<file path="config.mk">
export PLATFORM = sky130hd
export DESIGN_NAME = ffha_ctrl
export DESIGN_NICKNAME = d
export VERILOG_FILES = /design/src/sv/ffha_pkg.sv /design/src/sv/ffha_ctrl.sv
export SDC_FILE = /design/constraint.sdc
export NUM_CORES = 1
export LEC_CHECK = 0
export ABC_AREA = 1
export BUFFER_PORTS_ARGS = -buffer_cell sky130_fd_sc_hd__buf_2
export CAP_MARGIN = 10
export CORE_MARGIN = 2
export CORE_UTILIZATION = 61
export CTS_BUF_LIST = sky130_fd_sc_hd__clkbuf_4
export CTS_CLUSTER_SIZE = 30
export DETAILED_ROUTE_END_ITERATION = 10
export PLACE_DENSITY_LB_ADDON = 0.15
export SLEW_MARGIN = 25
export SYNTH_ARGS = -nofsm -noshare
export SYNTH_HDL_FRONTEND = slang
export SYNTH_SLANG_ARGS = --single-unit
</file>
<file path="constraint.sdc">
create_clock -name i_clk -period 4.7 [get_ports i_clk]
set_input_delay 0.94 -clock i_clk [delete_from_list [all_inputs] [get_ports i_clk]]
set_output_delay 0.94 -clock i_clk [all_outputs]
set_load 0.02 [all_outputs]
</file>
<file path="src/sv/ffha_pkg.sv">
// Shared types, codes and command/status bundles of the first-fit heap allocator.
package ffha_pkg;

    // Block header as stored in the header memory.
    typedef struct packed {
        logic [16:0] size;
        logic        free;
        logic [16:0] next;
        logic [16:0] prev;
    } t_hdr;

    localparam int HDR_W = $bits(t_hdr);

    // Result status codes.
    localparam logic [1:0] ST_DONE      = 2'd0;
    localparam logic [1:0] ST_ZERO_SIZE = 2'd1;
    localparam logic [1:0] ST_EXHAUSTED = 2'd2;
    localparam logic [1:0] ST_NULL_FREE = 2'd3;

    // Bound on the number of headers one chain walk visits.
    localparam logic [16:0] ADDR_SPACE = 17'h10000;

    // Header memory read source.
    typedef enum logic [2:0] {
        R_NONE, R_CUR, R_B, R_ENEXT, R_EPREV, R_X
    } t_rop;

    // Header memory write operation.
    typedef enum logic [3:0] {
        W_NONE, W_CARVE, W_APPEND, W_SPLIT_N, W_SPLIT_FIX, W_NN_FIX,
        W_NX_FIX, W_E, W_E_USED, W_E_LINK, W_PMERGE
    } t_wop;

    // Update of the working header registers.
    typedef enum logic [2:0] {
        E_NONE, E_LOAD, E_LOAD_FREE, E_SPLIT, E_MERGE, Q_LOAD
    } t_eop;

    typedef struct packed {
        t_rop       rop;
        t_wop       wop;
        t_eop       eop;
        logic       start;
        logic       step;
        logic       advance;
        logic       carve;
        logic       grant_b;
        logic       stat_set;
        logic [1:0] stat_val;
        logic       out_load;
    } t_cmd;

    typedef struct packed {
        logic mode;
        logic req_zero;
        logic started;
        logic carve_ok;
        logic free_bad;
        logic hit;
        logic can_split;
        logic rd_free;
        logic rd_next_nz;
        logic walk_more;
        logic e_next_nz;
        logic e_prev_nz;
    } t_sts;

endpackage

</file>
<file path="src/sv/ffha_ctrl.sv">
// Controller: sequences allocate and free transactions over the header memory.
module ffha_ctrl (
    input  logic           i_clk,
    input  logic           i_rst_n,
    input  logic           i_in_valid,
    output logic           o_in_stall,
    output logic           o_take,
    output logic           o_out_valid,
    input  logic           i_out_stall,
    input  ffha_pkg::t_sts i_sts,
    output ffha_pkg::t_cmd o_cmd
);
    import ffha_pkg::*;

    typedef enum logic [23:0] {
        S_IDLE     = 24'd1 << 0,
        S_DECODE   = 24'd1 << 1,
        S_CARVE    = 24'd1 << 2,
        S_WALK_RD  = 24'd1 << 3,
        S_WALK_CHK = 24'd1 << 4,
        S_SPLIT_WN = 24'd1 << 5,
        S_SPLIT_RX = 24'd1 << 6,
        S_SPLIT_WX = 24'd1 << 7,
        S_ALLOC_WE = 24'd1 << 8,
        S_APP_WT   = 24'd1 << 9,
        S_APP_WN   = 24'd1 << 10,
        S_FE_RD    = 24'd1 << 11,
        S_FE_CHK   = 24'd1 << 12,
        S_FN_RD    = 24'd1 << 13,
        S_FN_CHK   = 24'd1 << 14,
        S_FNN_RD   = 24'd1 << 15,
        S_FNN_WR   = 24'd1 << 16,
        S_FE_WR    = 24'd1 << 17,
        S_FP_RD    = 24'd1 << 18,
        S_FP_CHK   = 24'd1 << 19,
        S_FX_RD    = 24'd1 << 20,
        S_FX_WR    = 24'd1 << 21,
        S_FP_WR    = 24'd1 << 22,
        S_DONE     = 24'd1 << 23
    } t_state;

    t_state r_state, n_state;
    logic   r_out_valid, n_out_valid;
    t_cmd   cmd;

    // Decode the state into datapath commands and the next state.
    always_comb begin
        n_state      = r_state;
        cmd.rop      = R_NONE;
        cmd.wop      = W_NONE;
        cmd.eop      = E_NONE;
        cmd.start    = 1'b0;
        cmd.step     = 1'b0;
        cmd.advance  = 1'b0;
        cmd.carve    = 1'b0;
        cmd.grant_b  = 1'b0;
        cmd.stat_set = 1'b0;
        cmd.stat_val = ST_DONE;
        cmd.out_load = 1'b0;
        unique case (r_state)
            S_IDLE: begin
                if (i_in_valid) begin
                    n_state = S_DECODE;
                end
            end
            S_DECODE: begin
                cmd.start = 1'b1;
                if (i_sts.mode) begin
                    if (i_sts.free_bad) begin
                        cmd.stat_set = 1'b1;
                        cmd.stat_val = ST_NULL_FREE;
                        n_state      = S_DONE;
                    end else begin
                        n_state = S_FE_RD;
                    end
                end else if (i_sts.req_zero) begin
                    cmd.stat_set = 1'b1;
                    cmd.stat_val = ST_ZERO_SIZE;
                    n_state      = S_DONE;
                end else if (!i_sts.started) begin
                    if (i_sts.carve_ok) begin
                        n_state = S_CARVE;
                    end else begin
                        cmd.stat_set = 1'b1;
                        cmd.stat_val = ST_EXHAUSTED;
                        n_state      = S_DONE;
                    end
                end else begin
                    n_state = S_WALK_RD;
                end
            end
            S_CARVE: begin
                cmd.wop   = W_CARVE;
                cmd.carve = 1'b1;
                n_state   = S_DONE;
            end
            S_WALK_RD: begin
                cmd.rop  = R_CUR;
                cmd.step = 1'b1;
                n_state  = S_WALK_CHK;
            end
            S_WALK_CHK: begin
                cmd.eop = E_LOAD;
                if (i_sts.hit) begin
                    n_state = i_sts.can_split ? S_SPLIT_WN : S_ALLOC_WE;
                end else if (i_sts.walk_more) begin
                    cmd.advance = 1'b1;
                    n_state     = S_WALK_RD;
                end else if (i_sts.carve_ok) begin
                    n_state = S_APP_WT;
                end else begin
                    cmd.stat_set = 1'b1;
                    cmd.stat_val = ST_EXHAUSTED;
                    n_state      = S_DONE;
                end
            end
            S_SPLIT_WN: begin
                cmd.wop = W_SPLIT_N;
                cmd.eop = E_SPLIT;
                n_state = i_sts.e_next_nz ? S_SPLIT_RX : S_ALLOC_WE;
            end
            S_SPLIT_RX: begin
                cmd.rop = R_X;
                n_state = S_SPLIT_WX;
            end
            S_SPLIT_WX: begin
                cmd.wop = W_SPLIT_FIX;
                n_state = S_ALLOC_WE;
            end
            S_ALLOC_WE: begin
                cmd.wop     = W_E_USED;
                cmd.grant_b = 1'b1;
                n_state     = S_DONE;
            end
            S_APP_WT: begin
                cmd.wop = W_E_LINK;
                n_state = S_APP_WN;
            end
            S_APP_WN: begin
                cmd.wop   = W_APPEND;
                cmd.carve = 1'b1;
                n_state   = S_DONE;
            end
            S_FE_RD: begin
                cmd.rop = R_B;
                n_state = S_FE_CHK;
            end
            S_FE_CHK: begin
                cmd.eop = E_LOAD_FREE;
                n_state = i_sts.rd_next_nz ? S_FN_RD : S_FE_WR;
            end
            S_FN_RD: begin
                cmd.rop = R_ENEXT;
                n_state = S_FN_CHK;
            end
            S_FN_CHK: begin
                if (i_sts.rd_free) begin
                    cmd.eop = E_MERGE;
                    n_state = i_sts.rd_next_nz ? S_FNN_RD : S_FE_WR;
                end else begin
                    n_state = S_FE_WR;
                end
            end
            S_FNN_RD: begin
                cmd.rop = R_ENEXT;
                n_state = S_FNN_WR;
            end
            S_FNN_WR: begin
                cmd.wop = W_NN_FIX;
                n_state = S_FE_WR;
            end
            S_FE_WR: begin
                cmd.wop = W_E;
                n_state = i_sts.e_prev_nz ? S_FP_RD : S_DONE;
            end
            S_FP_RD: begin
                cmd.rop = R_EPREV;
                n_state = S_FP_CHK;
            end
            S_FP_CHK: begin
                cmd.eop = Q_LOAD;
                if (i_sts.rd_free) begin
                    n_state = i_sts.e_next_nz ? S_FX_RD : S_FP_WR;
                end else begin
                    n_state = S_DONE;
                end
            end
            S_FX_RD: begin
                cmd.rop = R_ENEXT;
                n_state = S_FX_WR;
            end
            S_FX_WR: begin
                cmd.wop = W_NX_FIX;
                n_state = S_FP_WR;
            end
            S_FP_WR: begin
                cmd.wop = W_PMERGE;
                n_state = S_DONE;
            end
            S_DONE: begin
                if (!r_out_valid || !i_out_stall) begin
                    cmd.out_load = 1'b1;
                    n_state      = S_IDLE;
                end
            end
            default: n_state = S_IDLE;
        endcase
    end

    // Hold the result until the downstream side takes the transaction.
    assign n_out_valid = (r_out_valid && i_out_stall) || cmd.out_load;

    always_ff @(posedge i_clk) begin
        if (!i_rst_n) begin
            r_state     <= S_IDLE;
            r_out_valid <= 1'b0;
        end else begin
            r_state     <= n_state;
            r_out_valid <= n_out_valid;
        end
    end

    assign o_in_stall  = r_state != S_IDLE;
    assign o_take      = i_in_valid && (r_state == S_IDLE);
    assign o_out_valid = r_out_valid;
    assign o_cmd       = cmd;

    a_idle_quiet: assert property (@(posedge i_clk) disable iff (!i_rst_n)
        r_state == S_IDLE |-> cmd.wop == W_NONE)
        else $error("header write while idle");
    a_no_overrun: assert property (@(posedge i_clk) disable iff (!i_rst_n)
        cmd.out_load |-> !(r_out_valid && i_out_stall))
        else $error("result overwrote a stalled result");
    a_take_decode: assert property (@(posedge i_clk) disable iff (!i_rst_n)
        o_take |=> r_state == S_DECODE)
        else $error("accepted transaction not decoded");
endmodule

</file>
After elaboration in Yosys (flattened, before gate mapping). Cells that the tools add are included.

Register bits after elaboration: 25. Input port bits: 16. Logic and storage cells: 79.

Eq/ne operators: 27. Multiplexer cells: 40. Reduce and logical (&&, ||, !) cells: 10.

Operator list (number): one-hot mux 24 bit (21 select lines) (1); 2-to-1 mux 24 bit (12); 2-to-1 mux 18 bit (3); one-hot mux 4 bit (10 select lines) (1); one-hot mux 3 bit (5 select lines) (2); == test 24 x 1 -> 1 bit (second input constant) (1); == test 24 x 10 -> 1 bit (second input constant) (1); == test 24 x 11 -> 1 bit (second input constant) (1); == test 24 x 12 -> 1 bit (second input constant) (1); == test 24 x 13 -> 1 bit (second input constant) (1); == test 24 x 14 -> 1 bit (second input constant) (1); == test 24 x 15 -> 1 bit (second input constant) (1); == test 24 x 16 -> 1 bit (second input constant) (1); == test 24 x 17 -> 1 bit (second input constant) (1); == test 24 x 18 -> 1 bit (second input constant) (1); == test 24 x 19 -> 1 bit (second input constant) (1); == test 24 x 2 -> 1 bit (second input constant) (1); == test 24 x 20 -> 1 bit (second input constant) (1); == test 24 x 21 -> 1 bit (second input constant) (1); == test 24 x 22 -> 1 bit (second input constant) (1); == test 24 x 23 -> 1 bit (second input constant) (1); == test 24 bit (second input constant) (1); == test 24 x 3 -> 1 bit (second input constant) (1); == test 24 x 4 -> 1 bit (second input constant) (1); 19 further kinds (39).

Logic depth before layout (Yosys ltp).
Depth in word-level cells: 5. Mapped depth: 12. Depth with buffers taken out: 12.

Worst setup path before layout. No wires, ideal clock.

Kind: in2out. Start point: in i_sts[6] (netlist name). End point: out o_cmd[2] (netlist name). Arrival time: 1.639 ns. Required time: 3.760 ns. Setup slack: 2.121 ns. Cell stages on the path: 3. Buffers on the path: 0. Cells stage by stage: or2_2 -> nor3_2 -> o21bai_1.

RTL lines: from (decl) (RTL line ffha_ctrl.sv:10) `input ffha_pkg::t_sts i_sts,`; to (decl) (RTL line ffha_ctrl.sv:11) `output ffha_pkg::t_cmd o_cmd`.

==> run_results.csv <==
group,metric,value,unit
status,status,"finished, final reports clean",
synthesis,synth_top_area_share,0.2681,
placed_design,place_inst,340,
synthesis,synth.top_cells.by_count,"55 x nor2_1, 45 x inv_1, 38 x nand2_1",
synthesis,synth.largest_area_cell,"dfxtp_1",
critical_path,path_class,"flip-flop to primary output",
timing,fin_skew,0.007231,ns
placed_design,place.gp.congestion,0.8647,
cts,clkLatencyLatePin,0.33,ns
cts,path_clk_slew,0.14,ns
detailed_routing,drcViolationCount,0,
timing,period_share,0.6345,
cts,cts_buffers,3,
global_route,groute.usage.overall,0.2583,
critical_path,cp-end-kind,"primary output",
detailed_routing,wl,4.295,mm
synthesis,synth_edf_count,0,
final_layout,antennaDiodeCount,0,
worst_hold_path,hold_path.class,"flip-flop to flip-flop",
floorplan,fp.dieH,59.32,µm
power_and_ir_drop,power_leakage,1.145,nW
synthesis,syn_avg_cell_area,6.788,µm²
power_and_ir_drop,p_sw_frac,0.4112,
timing,worst_slew_pin_slew,0.5614,ns
placed_design,portBuffers,37,
floorplan,ios,38,
critical_path,cp_data_arrival_time,2.04,ns
synthesis,synth_fp_nets,291,
timing,max_freq,0.3353,GHz
synthesis,yosys.cell_types.count,34,
synthesis,ys_warn_count,0,
timing,fin_hold_ws,0.4971,ns
detailed_routing,drtIter0Drc,94,
floorplan,die_x,59.32,µm
final_layout,instances_no_fill,344,
power_and_ir_drop,peakVddDrop,136.0,µV
cts,cts_max_level,1,
timing,slew_violations,0,
timing,setup_slack,1.718,ns
detailed_routing,vias,1860,
detailed_routing,first_pass_iters,4,
cts,postCtsSetupBuffers,0,
synthesis,synthesis.area,0.001867,mm²
timing,grt_setup_unrepaired,"false",
cts,cts_tree,"built",
cts,postCtsHoldBufs,0,
power_and_ir_drop,combPwrFrac,0.386,
synthesis,yosysMostFrequentCell,"nor2_1",
timing,maxSlewHeadroom,0.6234,
power_and_ir_drop,seq_power_share,0.418,
synthesis,ys_top_cells_by_area,"dfxtp_1 27%, nor2_1 11%, inv_1 9.0%",
final_layout,layout-drive-gt1-share,0.2765,
global_route,globalRouteOverflowTotal,0,
global_route,antenna_found_initial,0,
critical_path,crit_fanout,12,
detailed_routing,wire_per_inst,12.49,µm
floorplan,rows,20,
final_layout,nets,328,
power_and_ir_drop,p_int,0.3182,mW
timing,setup_viol_count_final,0,
run,drv_cap,0,
floorplan,core_area,0.002978,mm²
floorplan,start_util,0.6269,
global_route,grt_pass1_vias,1678,
final_layout,syn2layout_area_growth,10.79,%
synthesis,postSynthCellCount,275,
timing,fin_setup_tns,0,ns
synthesis,seq_area_frac_synth,0.2681,
cts,cts_root_buf,"clkbuf_4",
power_and_ir_drop,switching_power,0.2222,mW
cts,clock-sinks,25,
placed_design,pre_cts_ws,1.924,ns
synthesis,async_flop_share,0,
critical_path,cp.required,3.76,ns
cts,clk_path_buf_depth,2,
placed_design,dp_hpwl,3.451,mm
synthesis,synthFlopType,"dfxtp_1",
detailed_routing,vias_per_cell,5.407,
critical_path,crit_path_start_kind,"flip-flop",
timing,hold_viol,0,
power_and_ir_drop,pwr-share-clk,0.196,
global_route,grt_start_max_net_pins,18,
timing,finalCriticalPeriod,2.982,ns
synthesis,synth-seq-cells,25,
detailed_routing,ant_nets,0,
floorplan,die_area,0.003519,mm²
cts,cts_resized,0,
global_route,grt_pass1_wl,6.955,mm
power_and_ir_drop,power_density,261.3,mW/mm²
[critical path, cell delays in order (launching register included)]
cell and delay (ns):
dfxtp_1 0.35, nor2_1 0.20, nand2_1 0.16, nor2_4 0.34
nand2_1 0.19, nor2_1 0.18, nor2_1 0.09, inv_1 0.06
buf_2 0.15
[metrics by stage]
stage          area [µm²]  total power [mW]    util
2_1_floorplan        1867            0.4040       -
3_3_place_gp         2038            0.4357  0.6845
3_5_place_dp         2038            0.4374  0.6845
4_1_cts              2068            0.5407  0.6945
5_1_grt              2068            0.5691  0.6945
6_report             2068            0.5405  0.6945
[layer usage]
metal	vias to the layer above	routed length (µm)	global-route usage
li1	955	-	-
met1	815	1945	0.3414
met2	82	1942	0.4380
met3	8	342	0.03275
met4	0	65	0.07468
met5	-	0	0
[power groups by stage]
stage	sequential (mW)	combinational (mW)	clock [mW]
2_1_floorplan	0.230	0.174	0
3_3_place_gp	0.230	0.205	0
3_5_place_dp	0.231	0.207	0
4_1_cts	0.226	0.208	0.107
5_1_grt	0.227	0.228	0.114
6_report	0.226	0.208	0.106
[final timing paths]
kind                                  start     endpoint  slack [ns]  cells after the start
worst min register to register  o_out_valid  o_out_valid        0.50                      2
worst min-delay path            o_out_valid  o_out_valid        0.50                      2
worst max register to register   r_state[2]   r_state[0]        2.86                     10
worst max-delay path             r_state[2]    o_cmd[10]        1.72                      8
[final cells by class]
class,instances,area [µm²]
Inverter,49,183.9
Multi-Input combinational cell,196,1127
Tap cell,33,41.29
Sequential cell,25,500.5
Fill cell,276,909.6
Timing Repair Buffer,37,185.2
Clock buffer,4,30.03
[cell usage in the layout (no fill, tap or decap), types with 6 or more instances in the layout]
master / netlist / final
nand2_1: 38 / 38
nor2_4: 7 / 7
nand4_1: 7 / 7
nor3_1: 8 / 8
nand3_1: 30 / 30
nor2_1: 55 / 55
inv_1: 45 / 45
nand2_4: 6 / 6
dfxtp_1: 25 / 25
nand3_2: 9 / 9
buf_2: 1 / 37
[logic make-up after synthesis]
kind of cell | count (synthesis) | synth area share
and+or+nand+nor | 184 | 0.5643
buffers and inverters | 54 | 0.1280
DFF | 25 | 0.2681
AOI/OAI and AO/OA | 12 | 0.03954
[registers in the layout (all words and copies together) (netlist names)]
register	flops
r_state	24
o_out_valid	1
Power figures use the tool's default switching activity.
